## src/design/rles_pkg.sv

```systemverilog
`timescale 1ns / 1ps

package rles_pkg;

    localparam int CFG_IDX_W  = 3;
    localparam int CFG_DATA_W = 16;
    localparam int MS_W       = 16;
    localparam int MODE_W     = 4;

    // Register indexes on the configuration port
    localparam logic [CFG_IDX_W-1:0] REG_EFFECT_MODE    = 3'd0;
    localparam logic [CFG_IDX_W-1:0] REG_FLASH_ON_MS    = 3'd1;
    localparam logic [CFG_IDX_W-1:0] REG_FLASH_OFF_MS   = 3'd2;
    localparam logic [CFG_IDX_W-1:0] REG_RAMP_STEP_MS   = 3'd3;
    localparam logic [CFG_IDX_W-1:0] REG_RAMP_STEP_SIZE = 3'd4;
    localparam logic [CFG_IDX_W-1:0] REG_CYCLE_GAP_MS   = 3'd5;
    localparam logic [CFG_IDX_W-1:0] REG_FULL_DUTY      = 3'd6;

    // Effect mode codes
    localparam logic [MODE_W-1:0] MODE_OFF     = 4'd0;
    localparam logic [MODE_W-1:0] MODE_SOLID_R = 4'd1;
    localparam logic [MODE_W-1:0] MODE_SOLID_G = 4'd2;
    localparam logic [MODE_W-1:0] MODE_SOLID_B = 4'd3;
    localparam logic [MODE_W-1:0] MODE_FLASH_R = 4'd4;
    localparam logic [MODE_W-1:0] MODE_FLASH_G = 4'd5;
    localparam logic [MODE_W-1:0] MODE_FLASH_B = 4'd6;
    localparam logic [MODE_W-1:0] MODE_FLASH_W = 4'd7;
    localparam logic [MODE_W-1:0] MODE_PULSE_R = 4'd8;
    localparam logic [MODE_W-1:0] MODE_PULSE_G = 4'd9;
    localparam logic [MODE_W-1:0] MODE_PULSE_B = 4'd10;
    localparam logic [MODE_W-1:0] MODE_PULSE_W = 4'd11;

    // Reset values
    localparam logic [MS_W-1:0] FLASH_ON_RST  = 16'd500;
    localparam logic [MS_W-1:0] FLASH_OFF_RST = 16'd500;
    localparam logic [MS_W-1:0] STEP_MS_RST   = 16'd40;
    localparam logic [MS_W-1:0] GAP_MS_RST    = 16'd100;
    localparam logic [12:0]     STEP_SIZE_RST = 13'd50;
    localparam logic [12:0]     FULL_DUTY_RST = 13'd8191;

    // Timing and mode settings handed to the pattern engine
    typedef struct packed {
        logic [MODE_W-1:0] mode;
        logic [MS_W-1:0]   flash_on_ms;
        logic [MS_W-1:0]   flash_off_ms;
        logic [MS_W-1:0]   ramp_step_ms;
        logic [MS_W-1:0]   cycle_gap_ms;
    } timing_cfg_t;

endpackage

```

## src/design/rles_cfg.sv

```systemverilog
`timescale 1ns / 1ps

module rles_cfg #(
    parameter int DUTY_BITS = 13
) (
    input  logic                                clk,
    input  logic                                rst_n,
    input  logic                                cfg_wr_en,
    input  logic [rles_pkg::CFG_IDX_W-1:0]      cfg_index,
    input  logic [rles_pkg::CFG_DATA_W-1:0]     cfg_wdata,
    output rles_pkg::timing_cfg_t               timing,
    output logic [DUTY_BITS-1:0]                ramp_step_size,
    output logic [DUTY_BITS-1:0]                full_duty,
    output logic                                restart
);

    rles_pkg::timing_cfg_t timing_reg;
    logic [DUTY_BITS-1:0]  step_size_reg;
    logic [DUTY_BITS-1:0]  full_duty_reg;
    logic [15:0]           duty_wdata;
    logic [15:0]           step_rst_ext;
    logic [15:0]           full_rst_ext;

    // duty registers keep 13 written bits, then the duty width
    assign duty_wdata   = {3'b000, cfg_wdata[12:0]};
    assign step_rst_ext = {3'b000, rles_pkg::STEP_SIZE_RST};
    assign full_rst_ext = {3'b000, rles_pkg::FULL_DUTY_RST};

    always_ff @(posedge clk or negedge rst_n)
    begin
        if (!rst_n)
        begin
            timing_reg.mode         <= rles_pkg::MODE_OFF;
            timing_reg.flash_on_ms  <= rles_pkg::FLASH_ON_RST;
            timing_reg.flash_off_ms <= rles_pkg::FLASH_OFF_RST;
            timing_reg.ramp_step_ms <= rles_pkg::STEP_MS_RST;
            timing_reg.cycle_gap_ms <= rles_pkg::GAP_MS_RST;
            step_size_reg           <= step_rst_ext[DUTY_BITS-1:0];
            full_duty_reg           <= full_rst_ext[DUTY_BITS-1:0];
        end
        else if (cfg_wr_en)
        begin
            case (cfg_index)
                rles_pkg::REG_EFFECT_MODE:    timing_reg.mode <= cfg_wdata[3:0];
                rles_pkg::REG_FLASH_ON_MS:    timing_reg.flash_on_ms <= cfg_wdata;
                rles_pkg::REG_FLASH_OFF_MS:   timing_reg.flash_off_ms <= cfg_wdata;
                rles_pkg::REG_RAMP_STEP_MS:   timing_reg.ramp_step_ms <= cfg_wdata;
                rles_pkg::REG_RAMP_STEP_SIZE: step_size_reg <= duty_wdata[DUTY_BITS-1:0];
                rles_pkg::REG_CYCLE_GAP_MS:   timing_reg.cycle_gap_ms <= cfg_wdata;
                rles_pkg::REG_FULL_DUTY:      full_duty_reg <= duty_wdata[DUTY_BITS-1:0];
                default: ;
            endcase
        end
    end

    assign timing         = timing_reg;
    assign ramp_step_size = step_size_reg;
    assign full_duty      = full_duty_reg;
    assign restart        = cfg_wr_en && (cfg_index == rles_pkg::REG_EFFECT_MODE);

endmodule

```

## src/design/rles_pattern.sv

```systemverilog
`timescale 1ns / 1ps

module rles_pattern #(
    parameter int DUTY_BITS = 13
) (
    input  logic                  clk,
    input  logic                  rst_n,
    input  rles_pkg::timing_cfg_t timing,
    input  logic [DUTY_BITS-1:0]  ramp_step_size,
    input  logic [DUTY_BITS-1:0]  full_duty,
    input  logic                  restart,
    input  logic                  step_en,
    input  logic                  advance,
    output logic [DUTY_BITS-1:0]  red_next,
    output logic [DUTY_BITS-1:0]  green_next,
    output logic [DUTY_BITS-1:0]  blue_next
);

    typedef enum logic [1:0] {
        PH_RISE = 2'd0,     // flash lit / ramp up
        PH_FALL = 2'd1,     // flash dark / ramp down
        PH_GAP  = 2'd2
    } phase_t;

    phase_t                       phase_reg, phase_next;
    logic [rles_pkg::MS_W-1:0]    count_reg, count_next;
    logic [DUTY_BITS-1:0]         level_reg, level_next;

    logic [rles_pkg::MS_W-1:0]    count_inc;
    logic [rles_pkg::MS_W-1:0]    on_len, off_len, step_len, phase_len;
    logic [DUTY_BITS-1:0]         step;
    logic [DUTY_BITS:0]           up_sum;
    logic                         is_flash, is_pulse, is_solid, white;
    logic                         gap_en, len_done, tick;
    logic [2:0]                   colour;
    logic [DUTY_BITS-1:0]         level_out;

    always_comb
    begin
        is_flash = 1'b0;
        is_pulse = 1'b0;
        is_solid = 1'b0;
        case (timing.mode) inside
            [rles_pkg::MODE_SOLID_R:rles_pkg::MODE_SOLID_B]: is_solid = 1'b1;
            [rles_pkg::MODE_FLASH_R:rles_pkg::MODE_FLASH_W]: is_flash = 1'b1;
            [rles_pkg::MODE_PULSE_R:rles_pkg::MODE_PULSE_W]: is_pulse = 1'b1;
            default: ;
        endcase
    end

    // zero lengths and a zero step behave as one
    assign on_len   = (timing.flash_on_ms  == '0) ? 16'd1 : timing.flash_on_ms;
    assign off_len  = (timing.flash_off_ms == '0) ? 16'd1 : timing.flash_off_ms;
    assign step_len = (timing.ramp_step_ms == '0) ? 16'd1 : timing.ramp_step_ms;
    assign step     = (ramp_step_size == '0) ? DUTY_BITS'(1) : ramp_step_size;
    assign gap_en   = (timing.cycle_gap_ms != '0);

    always_comb
    begin
        case (phase_reg)
            PH_RISE: phase_len = is_flash ? on_len  : step_len;
            PH_FALL: phase_len = is_flash ? off_len : step_len;
            default: phase_len = timing.cycle_gap_ms;
        endcase
    end

    assign tick      = step_en && advance && (is_flash || is_pulse);
    assign count_inc = count_reg + 16'd1;
    assign len_done  = (count_inc >= phase_len);
    assign up_sum    = {1'b0, level_reg} + {1'b0, step};

    always_comb
    begin
        phase_next = phase_reg;
        count_next = count_reg;
        level_next = level_reg;
        if (tick)
        begin
            count_next = len_done ? '0 : count_inc;
            if (len_done && is_flash)
            begin
                case (phase_reg)
                    PH_RISE: phase_next = PH_FALL;
                    PH_FALL: phase_next = gap_en ? PH_GAP : PH_RISE;
                    default: phase_next = PH_RISE;
                endcase
            end
            else if (len_done)
            begin
                case (phase_reg)
                    PH_RISE:
                    begin
                        if (up_sum <= {1'b0, full_duty})
                        begin
                            level_next = up_sum[DUTY_BITS-1:0];
                        end
                        else
                        begin
                            phase_next = PH_FALL;
                            level_next = full_duty;
                        end
                    end
                    PH_FALL:
                    begin
                        if (level_reg >= step)
                        begin
                            level_next = level_reg - step;
                        end
                        else if (gap_en)
                        begin
                            phase_next = PH_GAP;
                        end
                        else
                        begin
                            phase_next = PH_RISE;
                            level_next = '0;
                        end
                    end
                    default:
                    begin
                        phase_next = PH_RISE;
                        level_next = '0;
                    end
                endcase
            end
        end
    end

    always_ff @(posedge clk or negedge rst_n)
    begin
        if (!rst_n)
        begin
            phase_reg <= PH_RISE;
            count_reg <= '0;
            level_reg <= '0;
        end
        else if (restart)
        begin
            phase_reg <= PH_RISE;
            count_reg <= '0;
            level_reg <= '0;
        end
        else
        begin
            phase_reg <= phase_next;
            count_reg <= count_next;
            level_reg <= level_next;
        end
    end

    // duty shown is the one after this tick
    assign white = (timing.mode == rles_pkg::MODE_FLASH_W) ||
                   (timing.mode == rles_pkg::MODE_PULSE_W);

    always_comb
    begin
        case (timing.mode)
            rles_pkg::MODE_SOLID_R, rles_pkg::MODE_FLASH_R,
            rles_pkg::MODE_PULSE_R: colour = 3'b001;
            rles_pkg::MODE_SOLID_G, rles_pkg::MODE_FLASH_G,
            rles_pkg::MODE_PULSE_G: colour = 3'b010;
            rles_pkg::MODE_SOLID_B, rles_pkg::MODE_FLASH_B,
            rles_pkg::MODE_PULSE_B: colour = 3'b100;
            default:                colour = white ? 3'b111 : 3'b000;
        endcase
    end

    always_comb
    begin
        if (is_solid)
        begin
            level_out = full_duty;
        end
        else if (is_flash)
        begin
            level_out = (phase_next == PH_RISE) ? full_duty : '0;
        end
        else
        begin
            level_out = level_next;
        end
    end

    assign red_next   = colour[0] ? level_out : '0;
    assign green_next = colour[1] ? level_out : '0;
    assign blue_next  = colour[2] ? level_out : '0;

endmodule

```

## src/design/rgb_led_effect_sequencer.sv

```systemverilog
`timescale 1ns / 1ps
// RGB LED effect sequencer.
// Input channel (in_valid / in_stall / advance): one transaction per
// millisecond tick (advance = 1) or a plain status poll (advance = 0).
// Output channel (out_valid / out_stall / red_duty, green_duty, blue_duty):
// exactly one transaction per input transaction, in order, carrying the
// PWM duties after that tick. Unlit channels read 0.
// Configuration: cfg_wr_en / cfg_index / cfg_wdata write one register per
// cycle; writing effect_mode restarts the pattern. Write only while idle.
// Path: the accepting edge loads the input register; the result register
// loads from it when it is free or draining. Throughput: one transaction
// per cycle while out_stall is low; the state update between the two
// registers is combinational.
// Reset (rst_n low, asynchronous): registers take their defaults, pattern
// returns to its start, both pipeline stages empty.
// When out_stall is high the result holds; an empty input register still
// takes one more transaction, then in_stall rises until the output drains.

module rgb_led_effect_sequencer #(
    parameter int DUTY_BITS = 13
) (
    input  logic                            clk,
    input  logic                            rst_n,
    // configuration port
    input  logic                            cfg_wr_en,
    input  logic [rles_pkg::CFG_IDX_W-1:0]  cfg_index,
    input  logic [rles_pkg::CFG_DATA_W-1:0] cfg_wdata,
    // input channel
    input  logic                            in_valid,
    output logic                            in_stall,
    input  logic                            advance,
    // output channel
    output logic                            out_valid,
    input  logic                            out_stall,
    output logic [DUTY_BITS-1:0]            red_duty,
    output logic [DUTY_BITS-1:0]            green_duty,
    output logic [DUTY_BITS-1:0]            blue_duty
);

    rles_pkg::timing_cfg_t  timing;
    logic [DUTY_BITS-1:0]   ramp_step_size;
    logic [DUTY_BITS-1:0]   full_duty;
    logic                   restart;

    logic                   s1_vld_reg;
    logic                   s1_adv_reg;
    logic                   out_vld_reg;
    logic [DUTY_BITS-1:0]   red_reg, green_reg, blue_reg;
    logic [DUTY_BITS-1:0]   red_next, green_next, blue_next;
    logic                   s1_go;
    logic                   step_en;

    rles_cfg #(
        .DUTY_BITS (DUTY_BITS)
    ) u_cfg (
        .clk            (clk),
        .rst_n          (rst_n),
        .cfg_wr_en      (cfg_wr_en),
        .cfg_index      (cfg_index),
        .cfg_wdata      (cfg_wdata),
        .timing         (timing),
        .ramp_step_size (ramp_step_size),
        .full_duty      (full_duty),
        .restart        (restart)
    );

    // Stage 1 moves forward whenever the result register is free or draining
    assign s1_go    = !out_vld_reg || !out_stall;
    assign in_stall = s1_vld_reg && !s1_go;
    assign step_en  = s1_vld_reg && s1_go;

    rles_pattern #(
        .DUTY_BITS (DUTY_BITS)
    ) u_pattern (
        .clk            (clk),
        .rst_n          (rst_n),
        .timing         (timing),
        .ramp_step_size (ramp_step_size),
        .full_duty      (full_duty),
        .restart        (restart),
        .step_en        (step_en),
        .advance        (s1_adv_reg),
        .red_next       (red_next),
        .green_next     (green_next),
        .blue_next      (blue_next)
    );

    // Valid bits of both stages
    always_ff @(posedge clk or negedge rst_n)
    begin
        if (!rst_n)
        begin
            s1_vld_reg  <= 1'b0;
            out_vld_reg <= 1'b0;
        end
        else
        begin
            if (!in_stall)
            begin
                s1_vld_reg <= in_valid;
            end
            if (s1_go)
            begin
                out_vld_reg <= s1_vld_reg;
            end
        end
    end

    // Payload registers, no reset needed
    always_ff @(posedge clk)
    begin
        if (!in_stall && in_valid)
        begin
            s1_adv_reg <= advance;
        end
        if (step_en)
        begin
            red_reg   <= red_next;
            green_reg <= green_next;
            blue_reg  <= blue_next;
        end
    end

    assign out_valid  = out_vld_reg;
    assign red_duty   = red_reg;
    assign green_duty = green_reg;
    assign blue_duty  = blue_reg;

endmodule

```

## config.mk

```make
export PLATFORM = sky130hd
export DESIGN_NAME = rgb_led_effect_sequencer
export DESIGN_NICKNAME = d
export VERILOG_FILES = /design/src/design/rles_pkg.sv /design/src/design/rles_cfg.sv /design/src/design/rles_pattern.sv /design/src/design/rgb_led_effect_sequencer.sv
export SDC_FILE = /design/constraint.sdc
export NUM_CORES = 1
export LEC_CHECK = 0
export ABC_AREA = 1
export BUFFER_PORTS_ARGS = -buffer_cell sky130_fd_sc_hd__buf_4
export CORE_UTILIZATION = 65
export DETAILED_ROUTE_END_ITERATION = 7
export GPL_ROUTABILITY_DRIVEN = 0
export GPL_TIMING_DRIVEN = 0
export PLACE_DENSITY_LB_ADDON = 0.08
export SETUP_SLACK_MARGIN = 0.3
export SYNTH_ARGS = -nofsm -noshare
export SYNTH_HDL_FRONTEND = slang
export SYNTH_SLANG_ARGS = --single-unit
```

## constraint.sdc

```tcl
create_clock -name clk -period 5.8 [get_ports clk]
set_input_delay 0.58 -clock clk [delete_from_list [all_inputs] [get_ports clk]]
set_output_delay 0.58 -clock clk [all_outputs]
set_load 0.005 [all_outputs]
```

### Word level (Yosys, flattened, before mapping)

Index checks and enable logic that the tools add are counted.

* bits in registers: 167
* input port bits: 25
* word-level logic and storage cells: 120

* add/sub/neg operators: 3
* order comparisons: 9
* eq/ne operators: 18
* mux-type cells: 38
* reduce and logical (&&, ||, !) cells: 36

Operators with widths (number)
* $mux W13: 11
* $mux W16: 8
* $logic_not A16 Y1: 3
* $pmux W16 S2: 1
* $pmux W13 S2: 1
* $add A16 B1 Y16 const B: 1
* $eq A4 B3 Y1 const B: 4
* $eq A4 B4 Y1 const B: 4
* $ge A16 B16 Y1: 1
* $reduce_bool A16 Y1: 1
* $add A13 B13 Y14: 1
* $le A14 B13 Y1: 1
* $mux W2: 7
* $reduce_and A2 Y1: 7
* $ge A13 B13 Y1: 1
* $logic_not A13 Y1: 1
* $sub A13 B13 Y13: 1
* $logic_and A1 B1 Y1: 10
* $eq A3 B3 Y1 const B: 3
* $pmux W3 S3: 1
* $reduce_or A3 Y1: 3
* $eq A4 B2 Y1 const B: 2
* $pmux W2 S2: 2
* $eq A3 B2 Y1 const B: 2
* other kinds (16): 27

### Depth between registers and ports, before layout

* depth in word-level cells: 14
* mapped depth: 29
* gate-level depth less buffers: 29

### Modules after synthesis

Synthesis repeated with hierarchy kept, for this count alone.

* cells, all modules: 1523
* area, all modules: 11204.5 µm²

By module, submodules not included
* rles_pattern: instances 1, cells an instance 1052, area each 6100.9 µm²
* rles_cfg: instances 1, cells an instance 419, area each 3807.4 µm²
* rgb_led_effect_sequencer: instances 1, cells an instance 52, area each 1296.2 µm²

### Least setup slack after synthesis

OpenSTA, ideal clock, no wires.

* path kind: reg2reg
* start: register u_cfg.step_size_reg[7], in the netlist u_cfg.ramp_step_size[7]
* end: register blue_reg[4], in the netlist blue_duty[4] (data pin)
* arrival time: 3.674 ns
* required time: 5.534 ns
* setup slack: 1.860 ns
* cell stages (with the launch flop): 29
* path through: dfrtp_1 -> nor4_1 -> a41o_1 -> ha_1 -> inv_1 -> fa_1 -> inv_1 -> nand2_1 -> nand2_1 -> nand2_1 -> nand2_1 -> inv_1 -> o21ai_0 -> nand2_1 -> nand2_1 -> inv_1 -> ha_1 -> nand2_1 -> nor2_2 -> inv_1 -> o211ai_4 -> buf_6 -> nand3_2 -> nand3_1 -> nand3_2 -> nand3_1 -> nand3_1 -> nand2_2 -> nor2_1

* word-level cells in the longest chain between the ends: 13

Ends and longest elaborated chain
* from (decl): line rles_cfg.sv:18 `logic [DUTY_BITS-1:0] step_size_reg;`
* from (signal assigned): line rles_cfg.sv:38 `step_size_reg <= step_rst_ext[DUTY_BITS-1:0];`
* from (signal assigned): line rles_cfg.sv:48 `rles_pkg::REG_RAMP_STEP_SIZE: step_size_reg <= duty_wdata[DUTY_BITS-1:0];`
* $logic_not A13 Y1: line rles_pattern.sv:55 `assign step = (ramp_step_size == '0) ? DUTY_BITS'(1) : ramp_step_size;`
* $mux W13 (*): line rles_pattern.sv:55
* $add A13 B13 Y14: line rles_pattern.sv:70 `assign up_sum = {1'b0, level_reg} + {1'b0, step};`
* $le A14 B13 Y1: line rles_pattern.sv:93 `if (up_sum <= {1'b0, full_duty})`
* $mux W2: line rles_pattern.sv:93
* $pmux W2 S2: line rles_pattern.sv:90 `case (phase_reg)`
* $mux W2: line rles_pattern.sv:88 `else if (len_done)`
* $mux W2: line rles_pattern.sv:80 `if (len_done && is_flash)`
* $mux W2: line rles_pattern.sv:77 `if (tick)`
* $logic_not A2 Y1: line rles_pattern.sv:176 `level_out = (phase_next == PH_RISE) ? full_duty : '0;`
* $mux W13: line rles_pattern.sv:176
* $mux W13 (*): line rles_pattern.sv:174 `else if (is_flash)`
* $mux W13 (*): line rles_pattern.sv:170 `if (is_solid)`
* to (signal assigned): line rgb_led_effect_sequencer.sv:120 `blue_reg <= blue_next;`
* to (decl): line rgb_led_effect_sequencer.sv:48 `logic [DUTY_BITS-1:0] red_reg, green_reg, blue_reg;`

Mark *: on every way between the ends. The rest lies on a longest branch, timed or not.
A chain may end at the register's enable or synchronous reset.

### Worst setup path after layout

* start: register u_cfg.step_size_reg[3], in the netlist u_cfg.ramp_step_size[3]
* end: register green_reg[6], in the netlist green_duty[6] (data pin)

* word-level cells in the longest chain between the ends: 13

Ends and longest elaborated chain
* $logic_not A13 Y1: line rles_pattern.sv:55
* $mux W13 (*): line rles_pattern.sv:55
* $add A13 B13 Y14: line rles_pattern.sv:70
* $le A14 B13 Y1: line rles_pattern.sv:93
* $mux W2: line rles_pattern.sv:93
* $pmux W2 S2: line rles_pattern.sv:90
* $mux W2: line rles_pattern.sv:88
* $mux W2: line rles_pattern.sv:80
* $mux W2: line rles_pattern.sv:77
* $logic_not A2 Y1: line rles_pattern.sv:176
* $mux W13: line rles_pattern.sv:176
* $mux W13 (*): line rles_pattern.sv:174
* $mux W13 (*): line rles_pattern.sv:170
* to (signal assigned): line rgb_led_effect_sequencer.sv:119 `green_reg <= green_next;`
* to (decl): line rgb_led_effect_sequencer.sv:48

Marks and branches as above.

==> results_dict.tcl <==
set metrics [dict create \
    largest_reg_flops 68 \
    netlist_instances 1327 \
    core-area_um2 15900 \
    syn_area_per_cell_um2 7.97 \
    start_util_pct 66.6 \
    holdCritPathClass "in2async" \
    port_buffers 65 \
    synthToLayoutAreaGrowth_pct 13.5 \
    netlist.area_leader.share_pct 22.2 \
    pin_count 66 \
    die_w_um 130 \
    multi_input_area_um2 5160 \
    seq_area_frac_synth_pct 41.8 \
    wl_per_cell_um 17.9 \
    postCtsHoldBufs 0 \
    antenna_cells 0 \
    p_sw_share_pct 45.9 \
    drv_cap 0 \
    cp-end-kind "flip-flop" \
    critPathArrivalTime_ns 4.89 \
    setup_viol 0 \
    grt_start_max_net_pins 81 \
    cp_max_fo 10 \
    cp.required_ns 5.98 \
    period_needed_ns 4.72 \
    comb_power_share_pct 51.4 \
    postCtsSetupRepairBufs 0 \
    fin_util_pct 75.6 \
    drv_slew 0 \
    die_h_um 130 \
    rows 46 \
    fin_area_um2 12000 \
    grt_setup_unrepaired "no" \
    hold_viol 0 \
    dr.pass1.iters 6 \
    synth.area.top_cells "dfrtp_1 22%, edfxtp_1 11%, nand2_1 11%" \
    power_switching_uw 2720 \
    worst_pin_slew_ns 0.764 \
    clk_pin_slew_ns 0.07 \
    grt_pass1_wl_um 45500 \
    grt.total_usage_pct 36.3 \
    cts-buffers-inserted 17 \
    dr_total_vias 9655 \
    synth_warnings 0 \
    wl_um 29300 \
    yosys.area.top_type "dfrtp_1" \
    slowest_stage "dfrtp_1" \
    relSlewSlack_pct 48.4 \
    clock_sinks 167 \
    hpwl_um 21400 \
    synth_edf_count 40 \
    power_leakage_uw 0.00597 \
    placed_area_um2 11400 \
    clkPwrFrac_pct 19.7 \
    final_cells 1642 \
    async_reset_ff_share_pct 76.0 \
    crit_type "reg2reg" \
    drive_above_1_share_pct 16.3 \
    maxClockFrequency_mhz 212 \
    layout.nets 1502 \
    worstSetupStartpointType "flip-flop" \
    synthesis.nets 1416 \
    root_buffer "clkbuf_16" \
    ant_nets 0 \
    max_stage_delay_ns 0.43 \
    ys_ff_latch 167 \
    finalPower_uw 5930 \
    ir_drop_mv 0.331 \
    grt.overflow.total 0 \
    p_per_area_nw_per_um2 494 \
    antenna_found_initial 0 \
    synthDistinctLibCells 49 \
    regArea_um2 4420 \
    synthFlopType "dfrtp_1" \
    path_common_cell "nand2_1" \
    fin_tns_setup_ns 0 \
    clock_latency_ns 0.45 \
    placed_cells 1610 \
    fp.dieArea_um2 16800 \
    period_share_pct 81.3 \
    cts.repair.resized 0 \
    netlist_area_um2 10600 \
    status "finished, final reports clean" \
    grt_pass1_vias 9160 \
    internal_power_uw 3200 \
    drc_errors 0 \
    skew_ns 0.0114 \
    seqPwrFrac_pct 28.9 \
    drt_iter0_markers 910 \
    nFillCells 1167 \
    viasPerCell 5.88 \
    tritoncts "done" \
    cts_htree_levels 4 \
    cts_buffer_depth 2 \
]
-- cells in the final DEF, fill, tap and decap left out, drive strengths merged, types with 4 or more instances in the layout --
cell type	netlist	final
a21oi	45	45
buf	18	85
clkbuf	43	60
clkinv	4	10
dfrtp	94	94
dfstp	33	33
edfxtp	40	40
ha	62	62
inv	175	183
nand2	318	318
nand3	101	101
nand4	25	25
nor2	122	122
nor3	11	11
nor4	17	17
o21ai	140	140
o21bai	5	5
o221ai	13	13
o22ai	12	12
or2	4	4
xor2	24	24
-- cell type report --
type                    instances  area share (%)
clock buffers                  17            3.54
flip-flops and latches        167            36.8
plain buffers                  61            2.78
repair buffers                 67            4.49
multi-input cells             920            43.0
inverters                     179            5.62
clock inverters                15            1.52
well taps                     216            2.25
-- worst max-delay path, delay by kind of cell, from the launching register on --
family | cells | cell delay [ns]
flops | 1 | 0.43
fa+ha+maj | 3 | 0.90
simple gates | 16 | 1.72
buf+inv | 6 | 0.62
compound gates | 3 | 0.75
-- cell families (layout without fill, tap and decap cells) --
logic type,after synthesis,count (layout),share of synthesized area (%)
buf+inv,240,339,9.53
compound gates,231,231,12.5
flops,167,167,41.8
xor+xnor,24,24,1.99
simple gates,600,600,26.4
mux,1,1,0.0946
fa+ha+maj,64,64,7.71
-- power by group through the flow --
stage | Sequential, uW | Clock [uW] | Combinational [uW]
finish | 1710 | 1170 | 3050
CTS | 1700 | 1170 | 3010
floorplan | 1650 | 0 | 2210
global route | 1740 | 1210 | 3390
detailed placement | 1720 | 0 | 2970
global placement | 1710 | 0 | 2870
-- routing by layer --
| metal | global-route usage (%) | up-vias | part of all wire (%) |
|---|---|---|---|
| met5 | 0 | - | 0 |
| met4 | 22.8 | 0 | 6.1 |
| met3 | 6.56 | 124 | 6.7 |
| met1 | 44.9 | 4537 | 39 |
| met2 | 59.1 | 457 | 48 |
| li1 | - | 4537 | - |
-- metrics by stage --
step | worst slack (ns) | hold WS [ns]
6_report | 1.08 | 0.0661
5_1_grt | 0.722 | 0.119
4_1_cts | 1.14 | 0.0844
3_5_place_dp | 1.18 | 0.488
3_3_place_gp | 1.25 | 0.459
2_1_floorplan | 1.86 | 0.284
-- synth_stat cells, drive strengths merged (2+ instances only) --
cell type	number
nand2	318
inv	175
o21ai	140
nor2	122
nand3	101
dfrtp	94
ha	62
a21oi	45
clkbuf	43
edfxtp	40
dfstp	33
nand4	25
xor2	24
buf	18
nor4	17
o221ai	13
o22ai	12
nor3	11
o21bai	5
clkinv	4
or2	4
a31oi	3
o211ai	3
a21o	2
fa	2
nand3b	2
o21a	2
-- path summary, 6_finish.rpt --
check,from,end,slack [ns],depth (start not counted)
min in group clk,advance,s1_adv_reg,0.31,1
worst min register to register,u_cfg.timing[39],u_cfg.timing[39],0.51,2
worst max-delay path,u_cfg.ramp_step_size[3],green_duty[6],1.08,28
worst min-delay path,rst_n,u_cfg.ramp_step_size[10],0.07,1
max in group asynchronous,rst_n,u_cfg.full_duty[7],4.94,2
worst max register to register,u_cfg.ramp_step_size[3],green_duty[6],1.08,28
Power figures use the tool's default switching activity.
